## src/kpc_pkg.sv

```systemverilog
// ----------------------------------------------------------------------------
// kpc_pkg: shared definitions for the key press classifier
// Register codes, reset values and widths used across the block.
// ----------------------------------------------------------------------------
package kpc_pkg;

  // counter and register width
  localparam int unsigned CntW   = 8;
  localparam int unsigned CfgIdxW = 8;

  localparam logic [CntW-1:0] CntMax = {CntW{1'b1}};

  // register reset values
  localparam logic [CntW-1:0] LongPressRst = 8'd200;
  localparam logic [CntW-1:0] MinPressRst  = 8'd5;
  localparam logic [CntW-1:0] GapLowRst    = 8'd10;
  localparam logic [CntW-1:0] GapHighRst   = 8'd50;

  // click run value that fires the command pulse
  localparam logic [CntW-1:0] CmdRun = 8'd2;

  // configuration register indexes
  typedef enum logic [CfgIdxW-1:0] {
    REG_LONG_PRESS = 8'd0,
    REG_MIN_PRESS  = 8'd1,
    REG_GAP_LOW    = 8'd2,
    REG_GAP_HIGH   = 8'd3
  } cfg_reg_t;

  // one classified tick
  typedef struct packed {
    logic            long_press;
    logic            short_press;
    logic            press_rejected;
    logic            multi_click;
    logic [CntW-1:0] click_run;
    logic            command_trigger;
  } kpc_result_t;

endpackage

```

## src/key_press_classifier.sv

```systemverilog
// ----------------------------------------------------------------------------
// key_press_classifier: short / long / multi-click detector for one key
// Classifies one tick request per cycle while in_stall is low and registers the result.
// ----------------------------------------------------------------------------
// A result appears in the cycle after its tick request is accepted.
// Throughput: one tick per cycle; the result register refills in the cycle
// it is taken, so in_stall rises only while an unread result is stalled.
// Reset (rst_n low, synchronous): all classifier state cleared, registers
// back to 200 / 5 / 10 / 50, no result pending.
module key_press_classifier
  import kpc_pkg::*;
(
  input  logic               clk,
  input  logic               rst_n,
  // configuration
  input  logic               cfg_we,
  input  logic [CfgIdxW-1:0] cfg_index,
  input  logic [CntW-1:0]    cfg_wdata,
  // tick requests
  input  logic               in_valid,
  output logic               in_stall,
  input  logic               in_press_edge,
  input  logic               in_key_down,
  // results
  output logic               out_valid,
  input  logic               out_stall,
  output logic               out_long_press,
  output logic               out_short_press,
  output logic               out_press_rejected,
  output logic               out_multi_click,
  output logic [CntW-1:0]    out_click_run,
  output logic               out_command_trigger
);

  // configuration registers
  logic [CntW-1:0] long_ticks_r, min_ticks_r, gap_low_r, gap_high_r;

  // classifier state
  logic            armed_r, armed_nxt;
  logic [CntW-1:0] hold_r, hold_nxt;
  logic            gap_run_r, gap_run_nxt;
  logic [CntW-1:0] gap_r, gap_nxt;
  logic [CntW-1:0] run_r, run_nxt;
  logic            multi_r, multi_nxt;

  // result register
  logic            out_valid_r;
  kpc_result_t     res_r, res_nxt;

  logic            in_accept;
  logic            armed_now;
  logic [CntW-1:0] gap_step;

  // handshake: the result register refills whenever it is empty or drained
  assign in_stall  = out_valid_r & out_stall;
  assign in_accept = in_valid & ~in_stall;
  assign armed_now = armed_r | in_press_edge;

  // register writes
  always_ff @(posedge clk) begin
    if (!rst_n) begin
      long_ticks_r <= LongPressRst;
      min_ticks_r  <= MinPressRst;
      gap_low_r    <= GapLowRst;
      gap_high_r   <= GapHighRst;
    end else if (cfg_we) begin
      case (cfg_index)
        REG_LONG_PRESS: long_ticks_r <= cfg_wdata;
        REG_MIN_PRESS:  min_ticks_r  <= cfg_wdata;
        REG_GAP_LOW:    gap_low_r    <= cfg_wdata;
        REG_GAP_HIGH:   gap_high_r   <= cfg_wdata;
        default: ;
      endcase
    end
  end

  // tick classification
  always_comb begin
    armed_nxt   = armed_now;
    hold_nxt    = hold_r;
    gap_run_nxt = gap_run_r;
    run_nxt     = run_r;
    multi_nxt   = multi_r;
    res_nxt     = '0;

    if (armed_now) begin
      if (in_key_down) begin
        if (hold_r < long_ticks_r) begin
          hold_nxt = hold_r + 1'b1;
        end else begin
          // long press limit reached
          hold_nxt           = '0;
          res_nxt.long_press = 1'b1;
          armed_nxt          = 1'b0;
        end
      end else if (hold_r > min_ticks_r) begin
        hold_nxt            = '0;
        res_nxt.short_press = 1'b1;
        armed_nxt           = 1'b0;
        // gap strictly inside the window chains the click
        if (gap_r > gap_low_r && gap_r < gap_high_r) begin
          if (run_r != CntMax) begin
            run_nxt                 = run_r + 1'b1;
            res_nxt.command_trigger = (run_nxt == CmdRun);
          end
          multi_nxt = 1'b1;
        end else begin
          multi_nxt = 1'b0;
          run_nxt   = '0;
        end
        gap_run_nxt = 1'b1;
      end else begin
        // glitch: released too soon
        hold_nxt               = '0;
        res_nxt.press_rejected = 1'b1;
        multi_nxt              = 1'b0;
        armed_nxt              = 1'b0;
      end
    end

    // gap counter, saturating, cleared at the window's upper end
    gap_step = (gap_run_nxt && gap_r != CntMax) ? gap_r + 1'b1 : gap_r;
    gap_nxt  = gap_step;
    if (gap_step >= gap_high_r) begin
      gap_nxt     = '0;
      gap_run_nxt = 1'b0;
      multi_nxt   = 1'b0;
      run_nxt     = '0;
    end

    res_nxt.multi_click = multi_nxt;
    res_nxt.click_run   = run_nxt;
  end

  // state update on each accepted tick
  always_ff @(posedge clk) begin
    if (!rst_n) begin
      armed_r   <= 1'b0;
      hold_r    <= '0;
      gap_run_r <= 1'b0;
      gap_r     <= '0;
      run_r     <= '0;
      multi_r   <= 1'b0;
    end else if (in_accept) begin
      armed_r   <= armed_nxt;
      hold_r    <= hold_nxt;
      gap_run_r <= gap_run_nxt;
      gap_r     <= gap_nxt;
      run_r     <= run_nxt;
      multi_r   <= multi_nxt;
    end
  end

  // result register valid
  always_ff @(posedge clk) begin
    if (!rst_n) begin
      out_valid_r <= 1'b0;
    end else if (!in_stall) begin
      out_valid_r <= in_valid;
    end
  end

  // result payload
  always_ff @(posedge clk) begin
    if (in_accept) begin
      res_r <= res_nxt;
    end
  end

  assign out_valid           = out_valid_r;
  assign out_long_press      = res_r.long_press;
  assign out_short_press     = res_r.short_press;
  assign out_press_rejected  = res_r.press_rejected;
  assign out_multi_click     = res_r.multi_click;
  assign out_click_run       = res_r.click_run;
  assign out_command_trigger = res_r.command_trigger;

  // checks
  a_one_event: assert property (@(posedge clk) disable iff (!rst_n)
    out_valid_r |-> $onehot0({res_r.long_press, res_r.short_press, res_r.press_rejected}))
    else $error("more than one press event in one result");

  // the run may already be cleared by the window end in the same tick
  a_cmd_run: assert property (@(posedge clk) disable iff (!rst_n)
    (out_valid_r && res_r.command_trigger) |->
      (res_r.short_press &&
       ((res_r.multi_click && res_r.click_run == CmdRun) ||
        (!res_r.multi_click && res_r.click_run == '0))))
    else $error("command pulse without a two-click run");

  a_run_matches_state: assert property (@(posedge clk) disable iff (!rst_n)
    in_accept |=> (res_r.click_run == run_r && res_r.multi_click == multi_r))
    else $error("result run does not match classifier state");

  a_disarm_on_event: assert property (@(posedge clk) disable iff (!rst_n)
    (in_accept && (res_nxt.long_press || res_nxt.short_press || res_nxt.press_rejected))
      |=> (!armed_r && hold_r == '0))
    else $error("classifier still armed after a press event");

  a_reset_empty: assert property (@(posedge clk)
    !rst_n |=> !out_valid_r)
    else $error("result pending after reset");

endmodule

```

## config.mk

```make
export PLATFORM = sky130hd
export DESIGN_NAME = key_press_classifier
export DESIGN_NICKNAME = d
export VERILOG_FILES = /design/src/kpc_pkg.sv /design/src/key_press_classifier.sv
export SDC_FILE = /design/constraint.sdc
export NUM_CORES = 1
export LEC_CHECK = 0
export BUFFER_PORTS_ARGS = -buffer_cell sky130_fd_sc_hd__clkbuf_2
export CAP_MARGIN = 20
export CORE_MARGIN = 10
export CORE_UTILIZATION = 30
export CTS_CLUSTER_DIAMETER = 40
export DETAILED_ROUTE_END_ITERATION = 10
export PLACE_DENSITY = 0.5
export SYNTH_ARGS = -nofsm -noshare
export SYNTH_HDL_FRONTEND = slang
export SYNTH_SLANG_ARGS = --single-unit
```

## constraint.sdc

```tcl
create_clock -name clk -period 5.6 [get_ports clk]
set_input_delay 1.12 -clock clk [delete_from_list [all_inputs] [get_ports clk]]
set_output_delay 1.12 -clock clk [all_outputs]
set_load 0.05 [all_outputs]
```

==> results.yml, run 1 <==
clocking:
  cts_buffers: 9
  postCtsResizedCells: 0
  cts_tree: "done"
  cts.clk_slew.worst_paths_ns: 0.05
  clock-root-buffer: "clkbuf_16"
  clock_path_buffers: 2
  postCtsSetupBuffers: 0
  cts_htree_levels: 3
  clkLatencyLatePin_ns: 0.34
  postCtsHoldBufs: 0
  clock_sinks: 73
placement:
  place_area_um2: 4720
  dp_hpwl_mm: 8.54
  place_inst: 699
  numPortBuffers: 37
  globalplace.congestion: 0.883
  dp_slack_ns: 0.871
critical_path:
  r2r-start: "hold_r[3]"
  crit_slowest_cell: "or4_1"
  critical_path.cell_chain: "ha_1 > a21o_1 > a21oi_1 > nand3_1 > nand3_1 > inv_2 > o21ai_0 > xnor2_1 > ha_1 > a21o_1 > a2111oi_2 > o21a_1 > nor2_1 > or4_1 > o21ai_1 > a22o_1"
  crit_type: "reg -> reg"
  r2r_cells: 16
  r2r_slack_ns: 0.96
  arrival_ns: 4.84
  cpPeakStageDelay_ns: 0.71
  setup.worst_path.start_class: "flop"
  endpoint_kind: "flop"
  crit_required_ns: 5.81
  path_max_fanout: 10
  rr_endpoint: "out_click_run[5]"
power:
  ir_drop_uv: 108
  power_leakage_uw: 0.00229
  power_density_nw_per_um2: 244
logic_synthesis:
  yosysSeqAreaShare: 0.366
  synthCells: 495
  synth_top_area_cell: "dfxtp_1"
  synth_ff_type: "dfxtp_1"
  netlist_area_um2: 4350
  yosys_warnings: 0
  yosysMostFrequentCell: "dfxtp_1"
  ys_ff_latch: 73
  synth_common_cells: "60 x dfxtp_1, 59 x nor2_1, 42 x ha_1, 42 x nand2_1, 40 x inv_1"
  syn-num-nets: 560
  ys_types: 63
  synth-edff-count: 13
  ys_async_sr_fraction: 0
  synth.area.top_cells: "dfxtp_1 28%, ha_1 12%, edfxtp_1 9.0%"
  syn_avg_cell_area_um2: 8.78
  synth_top_cell_area_share: 0.276
drt:
  wl_mm: 11.4
  routedWlPerCell_um: 15.9
  via_count: 3721
  dr.pass1.iters: 4
  drt_iter0_markers: 339
  via_per_inst: 5.20
  ant_nets: 0
  drcViolationCount: 0
sta:
  post-route-period-util: 0.828
  slew_headroom: 0.410
  worst_slew_pin_slew_ns: 0.877
  setup_viol: 0
  hold_viol: 0
  slew_viol_final: 0
  rsz0062_at_grt: "no"
  timing.setup.tns_ns: 0
  min_period_ns: 4.64
  layout_setup_ws_ns: 0.964
  skew_ns: 0.00438
  max_freq_mhz: 216
grt:
  top_usage_layer: "met2"
  grt_pass1_wl_mm: 18.8
  grt_overflow: 0
  use_met3: 0.0348
  grtUsageTotal: 0.117
  use_met2: 0.184
  grt_max_degree: 33
  antenna_found_initial: 0
  grt_pass1_vias: 3630
  grt_util_met1: 0.150
layout:
  nets: 595
  diodes: 0
  drive_above_1_share: 0.127
  syn_to_final_growth_pct: 15.6
  layoutNonFillerInstCount: 715
  stdcell_area_um2: 5030
floorplanning:
  die_w_um: 140
  dieArea_um2: 19700
  initial_core_util: 0.310
  core_area_um2: 14000
  ioPinCount: 38
  die_h_um: 140
  rows: 43
min_path:
  hp-class: "reg -> reg"
  min_to: "min_ticks_r[2]"
  whs_path_depth: 2
  hp-start: "min_ticks_r[2]"
outcome:
  outcome: "completed"
flow_run:
  cap_violations: 0
[flip-flops by register name, summed over array words and instances, names as in the netlist, 8 cells and up]
signal,count
min_ticks_r,8
gap_r,8
gap_low_r,8
out_click_run,8
run_r,8
gap_high_r,8
hold_r,8
long_ticks_r,8
[logic make-up after synthesis]
family                   after synthesis  share of synthesized area
AND/OR/NAND/NOR                      170                      0.188
AO/OA/AOI/OAI                        107                      0.172
flip-flops                            73                      0.366
buffers and inverters                 59                     0.0524
adder cells (fa/ha/maj)               42                      0.121
multiplexers                          36                     0.0841
XOR/XNOR                               8                     0.0161
[final cells by class]
| type | instances | area, um2 |
|---|---|---|
| clock inverters | 2 | 35.0 |
| inverters | 42 | 158 |
| flip-flops and latches | 73 | 1590 |
| fillers | 1456 | 9020 |
| well taps | 180 | 225 |
| multi-input cells | 363 | 2530 |
| clock buffers | 14 | 274 |
| repair buffers | 41 | 215 |
[per-layer routing]
layer  wire [um]  share of wire
met1        5460           0.48
met3         570          0.050
met4         148          0.013
met2        5190           0.46
met5           0              0
[power breakdown]
group	total (uW)	leakage, uW	internal (uW)	switching (uW)
registers	545	0.000615	541	4.05
logic	80.1	0.00152	22.4	57.7
clock network	602	0.000153	381	221
[critical path: cells and delay by family (launching register included)]
family,cells,cell delay (ns)
xor gates and xnor gates,1,0.18
and+or+nand+nor,4,1.35
buffers and inverters,1,0.13
DFF,1,0.46
AOI/OAI and AO/OA,8,1.80
adders and majority gates,2,0.58
[layout by cell type, fill, tap and decap left out, drive strengths merged, types with 3 or more instances in the layout]
cell    instances
clkbuf         51
nand2          42
mux2            4
and3            8
a21o            8
a211oi          5
or3             5
and4            5
nor4            5
a22oi           3
nand3b          3
a31oi           6
dfxtp          60
a21oi          16
o211ai          5
xor2            3
buf             4
ha             42
nor3            5
inv            41
mux2i          32
o21a           10
nand4           4
nand2b          5
xnor2           5
edfxtp         13
nor2           60
a22o            5
o21ai          21
o31ai           4
o22ai           3
nand3          19
[worst max path at each step]
stage | startpoint | to | slack, ns | cells after the start
final | hold_r[3] | out_click_run[5] | 0.96 | 16
after global routing | hold_r[3] | out_click_run[5] | 0.62 | 16
after CTS | hold_r[5] | out_click_run[5] | 0.98 | 16
after detailed placement | in_press_edge | out_click_run[4] | 0.87 | 16
after global placement | in_press_edge | out_click_run[4] | 1.01 | 16
after floorplan | in_press_edge | out_click_run[5] | 1.29 | 15
[metrics by stage]
step | hold slack, ns | util | power [uW]
3_5_place_dp | 0.469 | 0.336 | 637
5_1_grt | 0.516 | 0.358 | 1280
6_report | 0.482 | 0.358 | 1230
2_1_floorplan | 0.445 | - | 605
3_3_place_gp | 0.462 | 0.336 | 637
4_1_cts | 0.485 | 0.358 | 1240
Note: power is estimated with default switching activity, not from simulation.
==> run 2, diff against run 1 <==
==> constraint.sdc (replaced) <==
create_clock -name clk -period 4.5 [get_ports clk]
set_input_delay 0.9 -clock clk [delete_from_list [all_inputs] [get_ports clk]]
set_output_delay 0.9 -clock clk [all_outputs]
set_load 0.05 [all_outputs]
==> run 2 against run 1 <==
Against the previous run: wire length grew 1.3%; non-clock buffer count grew 6; fmax grew 13%; critical path depth is the same; die area is the same; combinational power grew 26%.
==> results.yml, run 2 (same netlist as run 1, synthesis figures left out) <==
drt:
  wl_mm: 11.5
  drt_iter0_markers: 228
  via_count: 3715
  routedWlPerCell_um: 16.0
  dr.pass1.iters: 5
  via_per_inst: 5.15
  drcViolationCount: 0
  ant_nets: 0
min_path:
  hp-class: "reg -> reg"
clocking:
  clock_sinks: 73
  cts_tree: "done"
  clkLatencyLatePin_ns: 0.34
  clock-root-buffer: "clkbuf_16"
  clock_path_buffers: 2
  cts_htree_levels: 3
  cts_buffers: 9
  cts.clk_slew.worst_paths_ns: 0.06
floorplanning:
  initial_core_util: 0.310
  rows: 43
  dieArea_um2: 19700
  ioPinCount: 38
  core_area_um2: 14000
  die_w_um: 140
  die_h_um: 140
layout:
  final_common_cell: "dfxtp_1"
  diodes: 0
  drive_above_1_share: 0.142
  syn_to_final_growth_pct: 17.0
  final_cell_mix: "60 x dfxtp_1, 59 x nor2_1, 42 x nand2_1, 42 x ha_1, 40 x inv_1"
  nets: 601
grt:
  grt_overflow: 0
  grt_pass1_wl_mm: 18.8
  antenna_found_initial: 0
  grt_max_degree: 33
  grtUsageTotal: 0.117
  grt_pass1_vias: 3693
critical_path:
  r2r_slack_ns: 0.39
  cpPeakStageDelay_ns: 0.60
  endpoint_kind: "flop"
  setup.worst_path.start_class: "flop"
  arrival_ns: 4.32
  crit_type: "reg -> reg"
  crit_required_ns: 4.71
  path_max_fanout: 6
  crit_slowest_cell: "or4_4"
  critical_path.cell_chain: "ha_1 > and4_1 > a21oi_1 > nand3_1 > nand3_1 > inv_2 > o21ai_1 > xnor2_1 > ha_1 > a21o_1 > a2111oi_2 > o21a_1 > nor2_1 > or4_4 > o21ai_1 > a22o_1"
sta:
  rsz0062_at_grt: "no"
  slew_headroom: 0.454
  min_period_ns: 4.11
  skew_ns: 0.00657
  worst_slew_pin_slew_ns: 0.813
  layout_setup_ws_ns: 0.394
  timing.setup.tns_ns: 0
  max_freq_mhz: 244
  slew_viol_final: 0
  post-route-period-util: 0.912
  hold_viol: 0
  setup_viol: 0
placement:
  dp_hpwl_mm: 8.84
  numPortBuffers: 37
  dp_slack_ns: 0.175
  globalplace.congestion: 0.865
power:
  p_int_uw: 1190
  seq_power_share: 0.438
  p_sw_uw: 361
  power_leakage_uw: 0.00232
  ir_drop_uv: 210
  comb_power_share: 0.066
  power_density_nw_per_um2: 304
  netSwitchingFraction: 0.233
  pwr-share-clk: 0.496
flow_run:
  cap_violations: 0
outcome:
  outcome: "completed"
-- run 2: cell type report --
type	count	area [um2]
Clock buffer	11	233
Sequential cell	73	1590
Fill cell	1451	8950
Inverter	42	158
Clock inverter	5	78.8
Multi-Input combinational cell	363	2540
Timing Repair Buffer	47	260
Tap cell	180	225
-- run 2: layer usage --
metal / vias to the layer above / GRT usage / wire, um
met4: 0 / 0.0370 / 186
met5: - / 0 / 0
met2: 78 / 0.187 / 5370
met3: 16 / 0.0352 / 513
met1: 1744 / 0.146 / 5440
li1: 1877 / - / -
-- run 2: power groups by stage --
stage	registers (uW)	logic, uW	clock network [uW]
after floorplan	713	40.0	0
after global placement	692	100	0
after detailed placement	693	101	0
after CTS	678	102	788
after global routing	679	110	816
final	678	101	768
-- run 2: worst max-delay path, delay by kind of cell (launching register included) --
family | cells | cell delay, ns
xor+xnor | 1 | 0.17
buf+inv | 1 | 0.05
flops | 1 | 0.43
compound gates | 7 | 1.47
simple gates | 5 | 1.31
fa+ha+maj | 2 | 0.55
-- run 2: what timing repair did --
item,4_1_cts,5_1_grt
endpoints found under the setup margin,0,15
setup buffers,0,0
hold buffers,0,0
resized for setup,0,6
-- run 2: worst paths after layout --
kind	start	end	depth (start not counted)
worst max-delay path	hold_r[7]	out_click_run[5]	16
worst min-delay path	gap_high_r[4]	gap_high_r[4]	2
worst max register to register	hold_r[7]	out_click_run[5]	16
worst min register to register	gap_high_r[4]	gap_high_r[4]	2
-- run 2: through the flow --
stage	instances	power, uW	util	hold slack, ns	area [um2]
4_1_cts	721	1570	0.361	0.486	5070
3_5_place_dp	705	794	0.339	0.471	4760
3_3_place_gp	705	793	0.339	0.463	4760
5_1_grt	721	1600	0.362	0.508	5090
2_1_floorplan	495	753	-	0.445	4350
6_report	721	1550	0.362	0.481	5090
==> run 3, diff against run 2 <==
--- a/config.mk
+++ b/config.mk
@@ -7,11 +7,12 @@
 export LEC_CHECK = 0
 export BUFFER_PORTS_ARGS = -buffer_cell sky130_fd_sc_hd__clkbuf_2
 export CAP_MARGIN = 20
-export CORE_MARGIN = 10
+export CORE_ASPECT_RATIO = 0.9
+export CORE_MARGIN = 2
 export CORE_UTILIZATION = 30
 export CTS_CLUSTER_DIAMETER = 40
 export DETAILED_ROUTE_END_ITERATION = 10
-export PLACE_DENSITY = 0.5
+export PLACE_DENSITY = 0.46
 export SYNTH_ARGS = -nofsm -noshare
 export SYNTH_HDL_FRONTEND = slang
 export SYNTH_SLANG_ARGS = --single-unit
==> run 3 against run 2 <==
Against the previous run: cell area shrank 0.30%; via count shrank 1.4%; combinational power is essentially flat; die area shrank 21%; first-iteration DRC count shrank 21%; worst hold slack lost 0.0083 ns; non-clock buffer count grew 1; clock-buffer cell count grew 4; critical path depth is the same; largest cell class unchanged.
==> results.yml, run 3 (same netlist as run 1, synthesis figures left out) <==
sta:
  layout_setup_ws_ns: 0.240
  post-route-period-util: 0.947
  max_freq_mhz: 235
  worst_slew_pin_slew_ns: 0.840
  slew_viol_final: 0
  slew_headroom: 0.435
  min_period_ns: 4.26
  timing.setup.tns_ns: 0
  hold_viol: 0
  setup_viol: 0
  rsz0062_at_grt: "no"
  skew_ns: 0.00669
power:
  pwr-share-clk: 0.469
  seq_power_share: 0.461
  ir_drop_uv: 143
  p_int_uw: 1120
  comb_power_share: 0.070
  power_leakage_uw: 0.00231
  power_density_nw_per_um2: 290
  netSwitchingFraction: 0.237
  p_sw_uw: 349
clocking:
  clock-root-buffer: "clkbuf_16"
  postCtsSetupBuffers: 0
  cts_buffers: 9
  clock_path_buffers: 2
  clkLatencyLatePin_ns: 0.34
  cts_tree: "done"
  cts_htree_levels: 3
  postCtsHoldBufs: 0
  postCtsResizedCells: 0
  cts.clk_slew.worst_paths_ns: 0.06
  clock_sinks: 73
drt:
  drt_iter0_markers: 179
  dr.pass1.iters: 4
  via_per_inst: 4.98
  routedWlPerCell_um: 15.5
  via_count: 3662
  ant_nets: 0
  wl_mm: 11.4
  drcViolationCount: 0
layout:
  nets: 602
  final_common_cell: "dfxtp_1"
  fin_util: 0.360
  diodes: 0
  drive_above_1_share: 0.137
  syn_to_final_growth_pct: 16.7
  final_cell_mix: "60 x dfxtp_1, 59 x nor2_1, 42 x nand2_1, 42 x ha_1, 40 x inv_1"
placement:
  dp_hpwl_mm: 8.72
  numPortBuffers: 37
  globalplace.congestion: 0.837
  dp_slack_ns: 0.166
floorplanning:
  ioPinCount: 38
  rows: 41
  die_h_um: 118
  dieArea_um2: 15500
  initial_core_util: 0.308
  die_w_um: 131
  core_area_um2: 14100
grt:
  antenna_found_initial: 0
  grt_overflow: 0
  grt_pass1_vias: 3571
  grt_pass1_wl_mm: 18.7
  grt_max_degree: 29
  grtUsageTotal: 0.156
min_path:
  hp-class: "reg -> reg"
outcome:
  outcome: "completed"
critical_path:
  path_max_fanout: 9
  arrival_ns: 4.47
  setup.worst_path.start_class: "flop"
  crit_type: "reg -> reg"
  crit_required_ns: 4.71
  endpoint_kind: "flop"
flow_run:
  cap_violations: 0
run 3: changes by cell type in the layout (fill, tap and decap cells not counted), sizes merged:
cell,previous run,this run
inv,42,41
buf,10,11
bufinv,2,0
clkinvlp,1,0
clkbuf,48,52
run 3: through the flow:
stage          hold WS [ns]  power, uW  instance area [um2]  cells
6_report              0.473       1470                 5070    735
5_1_grt               0.496       1530                 5070    735
4_1_cts               0.477       1500                 5070    735
3_5_place_dp          0.462        796                 4790    719
3_3_place_gp          0.463        795                 4790    719
2_1_floorplan         0.445        753                 4350    495
run 3: power groups by stage:
| stage | logic, uW | registers (uW) | clock network [uW] |
|---|---|---|---|
| after floorplan | 40.0 | 713 | 0 |
| after global placement | 102 | 693 | 0 |
| after detailed placement | 103 | 693 | 0 |
| after CTS | 103 | 679 | 717 |
| after global routing | 112 | 679 | 741 |
| final | 103 | 679 | 691 |
run 3: critical path, stage by stage, from the launching register on:
cell	delay (ns)
dfxtp_1	0.43
ha_1	0.28
and4_1	0.23
a21oi_1	0.16
nand3_1	0.21
nand3_1	0.19
inv_2	0.05
buf_4	0.17
o21ai_0	0.43
xnor2_1	0.13
ha_1	0.23
a2111oi_2	0.33
o21a_1	0.21
nor2_1	0.06
or4_1	0.68
o21ai_1	0.20
a22o_1	0.15
run 3: layout make-up:
class	count	area, um2
Fill cell	1452	9030
Clock buffer	15	278
Sequential cell	73	1590
Multi-Input combinational cell	363	2530
Inverter	42	158
Clock inverter	1	8.76
Tap cell	193	241
Timing Repair Buffer	48	268
run 3: per-layer routing:
metal	global-route usage	up-vias	wire [um]	part of all wire
met5	0	-	0	0
met4	0.0419	0	142	0.012
met3	0.0421	8	390	0.034
met2	0.237	70	5130	0.45
met1	0.219	1721	5730	0.50
li1	-	1863	-	-
run 3: final timing paths:
kind	start	endpoint	slack (ns)	cells after the start
max	hold_r[6]	out_click_run[5]	0.24	16
min	gap_high_r[5]	gap_high_r[5]	0.47	2
max reg2reg	hold_r[6]	out_click_run[5]	0.24	16
min reg2reg	gap_high_r[5]	gap_high_r[5]	0.47	2
